File: src/rtl/core/cspan_pkg.sv
`timescale 1ns / 1ps
// ----------------------------------------------------------------------------
// cspan_pkg: shared types and constants of the filled circle span generator
// Widths, the circle record that travels through the queue, and the back-end
// sequencer states.
// ----------------------------------------------------------------------------
package cspan_pkg;

  localparam int MAX_RADIUS = 32;
  localparam int COORD_W    = 15;
  localparam int SPAN_W     = 16;
  localparam int RAD_W      = $clog2(MAX_RADIUS + 1);
  localparam int ROOT_W     = RAD_W;
  localparam int STEP_W     = $clog2(ROOT_W);
  localparam int VAL_W      = $clog2(MAX_RADIUS * MAX_RADIUS + 1);
  localparam int QDEPTH     = 2;
  localparam int QPTR_W     = $clog2(QDEPTH);
  localparam int QCNT_W     = $clog2(QDEPTH + 1);

  typedef struct packed {
    logic [COORD_W-1:0] cx;
    logic [COORD_W-1:0] cy;
    logic [RAD_W-1:0]   rad;
  } circle_t;

  // One queue request: a circle with a nonzero radius.
  typedef struct packed {
    logic    valid;
    circle_t circ;
  } circle_req_t;

  typedef enum logic [1:0] {
    B_IDLE,
    B_ROOT,
    B_SPAN_LO,
    B_SPAN_HI
  } back_state_t;

endpackage

File: src/rtl/core/cspan_in_if.sv
`timescale 1ns / 1ps
// ----------------------------------------------------------------------------
// cspan_in_if: circle request channel
// Valid/ready channel that carries one circle: centre and radius.
// ----------------------------------------------------------------------------
interface cspan_in_if;
  logic              valid;
  logic              ready;
  logic signed [14:0] center_x;
  logic signed [14:0] center_y;
  logic        [5:0]  radius;

  modport source (output valid, output center_x, output center_y, output radius,
                  input ready);
  modport sink (input valid, input center_x, input center_y, input radius,
                output ready);
endinterface

File: src/rtl/core/cspan_out_if.sv
`timescale 1ns / 1ps
// ----------------------------------------------------------------------------
// cspan_out_if: span channel
// Valid/ready channel that carries one horizontal span.
// ----------------------------------------------------------------------------
interface cspan_out_if;
  logic               valid;
  logic               ready;
  logic signed [15:0] span_row;
  logic signed [15:0] span_left;
  logic signed [15:0] span_right;
  logic               last_span;

  modport source (output valid, output span_row, output span_left, output span_right,
                  output last_span, input ready);
  modport sink (input valid, input span_row, input span_left, input span_right,
                input last_span, output ready);
endinterface

File: src/rtl/core/cspan_front.sv
`timescale 1ns / 1ps
// ----------------------------------------------------------------------------
// cspan_front: request intake
// Accepts circle requests, clamps the radius and drops circles of radius
// zero; the rest go to the queue.
// ----------------------------------------------------------------------------
module cspan_front
  import cspan_pkg::*;
(
  cspan_in_if.sink    in_ch,
  input  logic        full,
  output circle_req_t push
);

  logic [RAD_W-1:0] rad_sat;

  always_comb begin
    if (in_ch.radius > 6'(MAX_RADIUS)) begin
      rad_sat = RAD_W'(MAX_RADIUS);
    end else begin
      rad_sat = RAD_W'(in_ch.radius);
    end
  end

  // A zero-radius request is taken and produces nothing.
  assign in_ch.ready    = !full;
  assign push.valid     = in_ch.valid && !full && (rad_sat != '0);
  assign push.circ.cx   = in_ch.center_x;
  assign push.circ.cy   = in_ch.center_y;
  assign push.circ.rad  = rad_sat;

endmodule

File: src/rtl/core/cspan_queue.sv
`timescale 1ns / 1ps
// ----------------------------------------------------------------------------
// cspan_queue: circle queue
// Short first-in first-out buffer that decouples intake from span
// generation.
// ----------------------------------------------------------------------------
module cspan_queue
  import cspan_pkg::*;
(
  input  logic        clk,
  input  logic        rst,
  input  circle_req_t push,
  input  logic        pop,
  output logic        full,
  output circle_req_t head
);

  circle_t           mem [QDEPTH];
  logic [QPTR_W-1:0] wr_ptr;
  logic [QPTR_W-1:0] rd_ptr;
  logic [QCNT_W-1:0] count;
  logic              do_push;
  logic              do_pop;

  assign full       = (count == QCNT_W'(QDEPTH));
  assign head.valid = (count != '0);
  assign head.circ  = mem[rd_ptr];
  assign do_push    = push.valid && !full;
  assign do_pop     = pop && head.valid;

  always_ff @(posedge clk) begin
    if (do_push) begin
      mem[wr_ptr] <= push.circ;
    end
  end

  always_ff @(posedge clk) begin
    if (rst) begin
      wr_ptr <= '0;
      rd_ptr <= '0;
      count  <= '0;
    end else begin
      if (do_push) begin
        wr_ptr <= (wr_ptr == QPTR_W'(QDEPTH - 1)) ? '0 : wr_ptr + 1'b1;
      end
      if (do_pop) begin
        rd_ptr <= (rd_ptr == QPTR_W'(QDEPTH - 1)) ? '0 : rd_ptr + 1'b1;
      end
      unique case ({do_push, do_pop})
        2'b10:   count <= count + 1'b1;
        2'b01:   count <= count - 1'b1;
        default: count <= count;
      endcase
    end
  end

  a_count_bound: assert property (@(posedge clk) disable iff (rst)
    count <= QCNT_W'(QDEPTH))
    else $error("queue count above depth");

  a_no_push_full: assert property (@(posedge clk) disable iff (rst)
    full |-> !push.valid)
    else $error("push request while queue full");

  a_pop_count: assert property (@(posedge clk) disable iff (rst)
    (do_pop && !do_push) |=> count == $past(count) - 1'b1)
    else $error("queue count did not drop on pop");

endmodule

File: src/rtl/core/cspan_back.sv
`timescale 1ns / 1ps
// ----------------------------------------------------------------------------
// cspan_back: span sequencer
// Walks the row offsets of one circle, takes the half width with a
// bit-serial integer square root and emits two spans per row offset.
// ----------------------------------------------------------------------------
module cspan_back
  import cspan_pkg::*;
(
  input  logic          clk,
  input  logic          rst,
  input  circle_req_t   head,
  output logic          pop,
  cspan_out_if.source   out_ch
);

  back_state_t        state;
  back_state_t        state_next;
  circle_t            circ;
  logic [RAD_W-1:0]   k;
  logic [VAL_W-1:0]   v;
  logic [ROOT_W-1:0]  root;
  logic [STEP_W-1:0]  bit_idx;
  logic               ov;
  logic               can_load;
  logic               load_lo;
  logic               load_hi;
  logic               last_row;

  logic [ROOT_W-1:0]    trial;
  logic [2*ROOT_W-1:0]  trial_sq;
  logic [RAD_W-1:0]     k_inc;
  logic [RAD_W:0]       diff_inc;
  logic [2*RAD_W:0]     v_inc;
  logic [RAD_W:0]       v_first;
  logic [SPAN_W-1:0]    cx16;
  logic [SPAN_W-1:0]    cy16;
  logic [SPAN_W-1:0]    r16;
  logic [SPAN_W-1:0]    k16;
  logic [SPAN_W-1:0]    h16;

  assign can_load = !ov || out_ch.ready;
  assign last_row = (k == circ.rad);

  always_ff @(posedge clk) begin
    if (rst) begin
      state <= B_IDLE;
    end else begin
      state <= state_next;
    end
  end

  always_comb begin
    state_next = state;
    pop        = 1'b0;
    load_lo    = 1'b0;
    load_hi    = 1'b0;
    unique case (state)
      B_IDLE: begin
        if (head.valid) begin
          pop        = 1'b1;
          state_next = B_ROOT;
        end
      end
      B_ROOT: begin
        if (bit_idx == '0) begin
          state_next = B_SPAN_LO;
        end
      end
      B_SPAN_LO: begin
        if (can_load) begin
          load_lo    = 1'b1;
          state_next = B_SPAN_HI;
        end
      end
      B_SPAN_HI: begin
        if (can_load) begin
          load_hi    = 1'b1;
          state_next = last_row ? B_IDLE : B_ROOT;
        end
      end
      default: state_next = B_IDLE;
    endcase
  end

  // One root bit per cycle: keep the trial bit if its square stays within v.
  assign trial    = root | (ROOT_W'(1) << bit_idx);
  assign trial_sq = trial * trial;

  // Radicand for the next row offset, ready when the root starts again.
  assign k_inc    = k + 1'b1;
  assign diff_inc = {circ.rad, 1'b0} - {1'b0, k_inc};
  assign v_inc    = (2*RAD_W+1)'(k_inc) * (2*RAD_W+1)'(diff_inc);
  assign v_first  = {head.circ.rad, 1'b0} - (RAD_W+1)'(1);

  always_ff @(posedge clk) begin
    if (pop) begin
      circ    <= head.circ;
      k       <= RAD_W'(1);
      v       <= VAL_W'(v_first);
      root    <= '0;
      bit_idx <= STEP_W'(ROOT_W - 1);
    end else if (state == B_ROOT) begin
      if ({{(VAL_W > 2*ROOT_W ? VAL_W - 2*ROOT_W : 0){1'b0}}, trial_sq} <=
          {{(2*ROOT_W > VAL_W ? 2*ROOT_W - VAL_W : 0){1'b0}}, v}) begin
        root <= trial;
      end
      bit_idx <= bit_idx - 1'b1;
    end else if (load_hi && !last_row) begin
      k       <= k_inc;
      v       <= VAL_W'(v_inc);
      root    <= '0;
      bit_idx <= STEP_W'(ROOT_W - 1);
    end
  end

  assign cx16 = {{(SPAN_W-COORD_W){circ.cx[COORD_W-1]}}, circ.cx};
  assign cy16 = {{(SPAN_W-COORD_W){circ.cy[COORD_W-1]}}, circ.cy};
  assign r16  = SPAN_W'(circ.rad);
  assign k16  = SPAN_W'(k);
  assign h16  = SPAN_W'(root);

  always_ff @(posedge clk) begin
    if (rst) begin
      ov <= 1'b0;
    end else if (load_lo || load_hi) begin
      ov <= 1'b1;
    end else if (out_ch.ready) begin
      ov <= 1'b0;
    end
  end

  always_ff @(posedge clk) begin
    if (load_lo || load_hi) begin
      out_ch.span_row   <= load_lo ? (cy16 + r16 - k16) : (cy16 - r16 + k16);
      out_ch.span_left  <= cx16 - h16;
      out_ch.span_right <= cx16 + h16;
      out_ch.last_span  <= load_hi && last_row;
    end
  end

  assign out_ch.valid = ov;

  a_k_range: assert property (@(posedge clk) disable iff (rst)
    (state != B_IDLE) |-> (k != '0) && (k <= circ.rad))
    else $error("row offset outside one to radius");

  a_last_to_idle: assert property (@(posedge clk) disable iff (rst)
    (load_hi && last_row) |=> (state == B_IDLE) && out_ch.last_span)
    else $error("final span did not end the circle");

  a_root_done: assert property (@(posedge clk) disable iff (rst)
    (state == B_ROOT && bit_idx == '0) |=> state == B_SPAN_LO)
    else $error("root did not finish after its last bit");

endmodule

File: src/rtl/core/filled_circle_span_generator_top.sv
`timescale 1ns / 1ps
// ----------------------------------------------------------------------------
// filled_circle_span_generator_top: filled circle span generator
// Turns each circle request into the horizontal spans that fill it.
// ----------------------------------------------------------------------------
//  Channel  Dir  Carries                                   Handshake
//  in_ch    in   center_x, center_y, radius                valid/ready
//  out_ch   out  span_row, span_left, span_right, last_span valid/ready
//
// In the span sequencer a circle is first taken from the queue; then each row
// offset takes six square-root steps and two span states, low then high.
// Reset is synchronous and clears the queue and sequencer. A two-entry queue
// takes requests until it is full while spans stall at the output, and the
// output register holds a span until it is taken.
// ----------------------------------------------------------------------------
module filled_circle_span_generator_top
  import cspan_pkg::*;
(
  input  logic        clk,
  input  logic        rst,
  cspan_in_if.sink    in_ch,
  cspan_out_if.source out_ch
);

  circle_req_t push;
  circle_req_t head;
  logic        full;
  logic        pop;

  cspan_front u_front (
    .in_ch (in_ch),
    .full  (full),
    .push  (push)
  );

  cspan_queue u_queue (
    .clk  (clk),
    .rst  (rst),
    .push (push),
    .pop  (pop),
    .full (full),
    .head (head)
  );

  cspan_back u_back (
    .clk    (clk),
    .rst    (rst),
    .head   (head),
    .pop    (pop),
    .out_ch (out_ch)
  );

endmodule

File: src/flat_wrapper.sv
// flat-port wrapper written by rule: the top's interface ports become plain ports
module filled_circle_span_generator_top_flat import cspan_pkg::*;
  (clk, rst, in_ch_valid, in_ch_center_x, in_ch_center_y, in_ch_radius, in_ch_ready, out_ch_valid, out_ch_span_row, out_ch_span_left, out_ch_span_right, out_ch_last_span, out_ch_ready);
  cspan_in_if in_ch_i ();
  cspan_out_if out_ch_i ();
  input  logic clk;
  input  logic rst;
  input wire logic [$bits(in_ch_i.valid)-1:0] in_ch_valid;
  input wire logic [$bits(in_ch_i.center_x)-1:0] in_ch_center_x;
  input wire logic [$bits(in_ch_i.center_y)-1:0] in_ch_center_y;
  input wire logic [$bits(in_ch_i.radius)-1:0] in_ch_radius;
  output wire logic [$bits(in_ch_i.ready)-1:0] in_ch_ready;
  output wire logic [$bits(out_ch_i.valid)-1:0] out_ch_valid;
  output wire logic [$bits(out_ch_i.span_row)-1:0] out_ch_span_row;
  output wire logic [$bits(out_ch_i.span_left)-1:0] out_ch_span_left;
  output wire logic [$bits(out_ch_i.span_right)-1:0] out_ch_span_right;
  output wire logic [$bits(out_ch_i.last_span)-1:0] out_ch_last_span;
  input wire logic [$bits(out_ch_i.ready)-1:0] out_ch_ready;
  assign in_ch_i.valid = in_ch_valid;
  assign in_ch_i.center_x = in_ch_center_x;
  assign in_ch_i.center_y = in_ch_center_y;
  assign in_ch_i.radius = in_ch_radius;
  assign in_ch_ready = in_ch_i.ready;
  assign out_ch_valid = out_ch_i.valid;
  assign out_ch_span_row = out_ch_i.span_row;
  assign out_ch_span_left = out_ch_i.span_left;
  assign out_ch_span_right = out_ch_i.span_right;
  assign out_ch_last_span = out_ch_i.last_span;
  assign out_ch_i.ready = out_ch_ready;
  filled_circle_span_generator_top u_core (.clk(clk), .rst(rst), .in_ch(in_ch_i), .out_ch(out_ch_i));
endmodule
File: config.mk
export PLATFORM = sky130hd
export DESIGN_NAME = filled_circle_span_generator_top_flat
export DESIGN_NICKNAME = d
export VERILOG_FILES = /design/src/rtl/core/cspan_pkg.sv /design/src/rtl/core/cspan_in_if.sv /design/src/rtl/core/cspan_out_if.sv /design/src/rtl/core/cspan_front.sv /design/src/rtl/core/cspan_queue.sv /design/src/rtl/core/cspan_back.sv /design/src/rtl/core/filled_circle_span_generator_top.sv /design/src/flat_wrapper.sv
export SDC_FILE = /design/constraint.sdc
export NUM_CORES = 1
export LEC_CHECK = 0
export ABC_CLOCK_PERIOD_IN_PS = 5150
export BUFFER_PORTS_ARGS = -buffer_cell sky130_fd_sc_hd__clkbuf_2
export CORE_ASPECT_RATIO = 1.75
export CORE_MARGIN = 3
export CORE_UTILIZATION = 50
export CTS_CLUSTER_SIZE = 28
export DETAILED_ROUTE_END_ITERATION = 8
export GPL_ROUTABILITY_DRIVEN = 1
export PLACE_DENSITY = 0.7
export SETUP_SLACK_MARGIN = 0.5
export SLEW_MARGIN = 40
export SYNTH_ARGS = -nofsm -noshare
export SYNTH_HDL_FRONTEND = slang
export SYNTH_SLANG_ARGS = --single-unit
export TNS_END_PERCENT = 100
File: constraint.sdc
create_clock -name clk -period 5.15 [get_ports clk]
set_input_delay 1.03 -clock clk [delete_from_list [all_inputs] [get_ports clk]]
set_output_delay 1.03 -clock clk [all_outputs]
set_load 0.05 [all_outputs]
==> results.md <==
- Status: finished, final reports clean
- Most common cell after layout, fill and taps aside: edfxtp_1
- Final #Nets: 1315
- Max cap viols: 0
- Library cells used by synthesis: 59
- Cell area power density: 704 mW/mm2
- Hold WS: between 500 and 600 ps
- Critical path endpoint category: flip-flop
- Vias per cell: 5.18
- Beginning of the worst hold path: u_core.u_back.v[8]
- Ranking of synthesized cells by area: edfxtp_1 (43%), ha_1 (11%), fa_1 (7.4%)
- Die Ht: 205 um
- Reg-to-Reg Start: u_core.u_back.k[1]
- Post-layout min period: 5060 ps
- Mux cell area share after synthesis: 4.36%
- Critical path launch point: u_core.u_back.k[1]
- Worst Setup Start Kind: flip-flop
- Crit path kind: reg2reg
- Layout cell share with drive strength beyond 1: approximately 28%
- HP Class: reg2reg
- CTS clk-pin slew, worst paths: 70 ps
- CTS tree: done
- WP data required: ~5400 ps
- Synth Area in Simple Gates: 10.1%
- Max_slew headroom: 48.6%
- Num CTS Buffers: 17
- Fin area: 0.0138 mm2
- Highest net fanout along the worst path: 5
- VDD IR-drop max: 0.000335 V
- I/O pins: 91
- Final setup fails: 0
- Placed Area: between 0.01 and 0.015 mm2
- Leak: 5.68 nW
- Setup WS pre-CTS: ~17 ps
- Mapped Cells: 979
- Total wire length: 22700 um
- Area Overhead vs Synth: 21.8%
- Root Buffer: clkbuf_16
- Clock Path Buffers: 2
- First-pass GRT wire length: 36600 um
- Synthesized area: 0.0113 mm2
- Global route overflow: 0
- Post-synthesis xor/xnor area fraction: 5.64%
- Routability cong.: 0.881
- Total nets after synthesis: 1161
- Fin crit share: between 90 and 100%
- Hold path depth: 2
- Largest family of logic cells by synthesized area: adder cells
- Initial antenna violation count: 2
- Clock latency on the worst-skew pair: 430 ps
- Core Util, Final: 62.1%
- DRC errors left: 0
- Placed cell count: about 1400
- Initial DRC count: around 370
- Tot GR Track Use: about a fifth
- DP Wirelength: 17000 um
- Top FF cell, synth: edfxtp_1
- Worst-Margin Slew: 761 ps
- Starting Density: roughly half
- Row count: 72
- Crit path DAT: 5350 ps
- Seq cells post-synth: 190
- Core area: ~0.022 mm2
- CTS HTree Levels: 4
- Post-synthesis adder-cell area fraction: 18.5%
- Post-synth top area cell: edfxtp_1
- Final hold vios: 0
- PortBufs: 90
- Die footprint: about 0.025 mm2
- Ys Warns: 0
- Unrepaired setup endpoints after global routing: yes
- Drt first pass iters: 5
- Final WS setup: 91.8 ps
- Yosys top cell area share: 43.3%
- Mean area per synthesized cell: 11.6 um2
- Vias: 7481
- Fin cells: 1443
- Worst Skew: 9.60 ps
- R2R cell count: 21
- Max Clk Rate: 198 MHz
- Asr flop ratio synth: 0%
- Hold buffer count at cts: 0
- Slew Limit Fails: 0
- Seq/Total Area, Yosys: between 40% and 50%
- Most frequent cells in the layout: edfxtp_1 (163), inv_1 (111), clkbuf_2 (90)
- Clock sinks: 190
- Routed length per instance: around 16 um
- DRT antenna net count: 0
- Largest net degree at the start of global routing: 49
- Number of flops mapped to enable cells by yosys: 163
- Vias in the first global route: 7779
- DIE WIDTH: between 100 and 150 um
- Synth Area in Compound Gates: under 10%
registers in the layout, summed over array words and instances (netlist names), named ones only:
name	flops
u_core.u_back.out_ch.span_row	16
u_core.u_back.state	2
u_core.u_back.out_ch.span_left	15
u_core.u_back.k	6
u_core.u_back.root	6
u_core.u_queue.rd_ptr	1
u_core.u_back.v	11
u_core.u_back.bit_idx	3
u_core.u_queue.wr_ptr	1
u_core.u_back.out_ch.last_span	1
u_core.u_back.out_ch.valid	1
u_core.u_back.out_ch.span_right	16
u_core.u_queue.count	2
u_core.u_queue.mem	72
u_core.u_back.circ	36
cells by family (layout without fill, tap and decap cells):
logic type,count (synthesis),after routing
mux,45,45
flops,190,190
simple gates,237,237
other cells,0,2
fa+ha+maj,142,142
buf+inv,147,313
xor+xnor,72,72
compound gates,146,146
worst max-delay path, stage by stage (launching register included):
cell and delay, ps:
dfxtp_4 380, ha_4 190, buf_4 150, xnor2_4 190, ha_4 240, o21ai_1 240, nor2_2 100, buf_4 160
a211oi_4 330, nand2b_4 200, fa_1 420, inv_2 70, fa_1 410, fa_2 610, ha_4 220, o21a_1 100
o21a_1 210, o22ai_4 160, xnor2_2 150, xnor2_2 150, xnor2_1 130, a21oi_1 80
stage by stage:
| stage | power, W | setup TNS, ps |
|---|---|---|
| global placement | 0.00778 | 0 |
| finish | 0.00970 | 0 |
| detailed placement | 0.00794 | 0 |
| global route | 0.0105 | -584 |
| CTS | 0.00946 | 0 |
| floorplan | 0.00663 | 0 |
cell type report:
| class | count | area, um2 |
|---|---|---|
| fill | 1752 | 8390 |
| sequential | 190 | 5460 |
| multi-input combinational | 642 | 5850 |
| clock buffer | 19 | 433 |
| inverter | 125 | 477 |
| antenna | 2 | 5.00 |
| tap | 296 | 370 |
| timing repair buffer | 157 | 1020 |
| clock inverter | 12 | 156 |
metal layers:
metal / vias to the layer above / global-route usage (%) / wire length, um
met5: - / 0 / 0
met2: 141 / 37.0 / 12700
met1: 3605 / 19.3 / 8560
met4: 0 / 9.59 / 873
met3: 52 / 2.71 / 596
li1: 3683 / - / -
what timing repair did:
item,CTS,global route
gates resized for setup,29,37
setup endpoints to repair,11,11
buffers inserted,20,7
pin swaps,32,41
where the power goes:
part	switching, W	internal, W	total, W
clock network	0.000576	0.000729	0.00130
logic	0.00330	0.00239	0.00569
registers	0.000314	0.00239	0.00270
total	0.00419	0.00550	0.00970
synthesized netlist by cell type (20+ instances only):
cell type / count
dfxtp_1: 27
ha_1: 100
a21oi_1: 34
xnor2_1: 47
nand2_1: 52
o21ai_0: 45
nand3_1: 21
nor2_1: 84
mux2_2: 34
nand2b_1: 20
inv_1: 125
edfxtp_1: 163
xor2_1: 24
fa_1: 42
path summary, 6_finish.rpt:
path	endpoint	slack, ps
worst min-delay path	u_core.u_back.v[8]	500
worst min register to register	u_core.u_back.v[8]	500
worst max register to register	u_core.u_back.v[10]	90
worst max-delay path	u_core.u_back.v[10]	90
(Power assumes the default switching activity.)
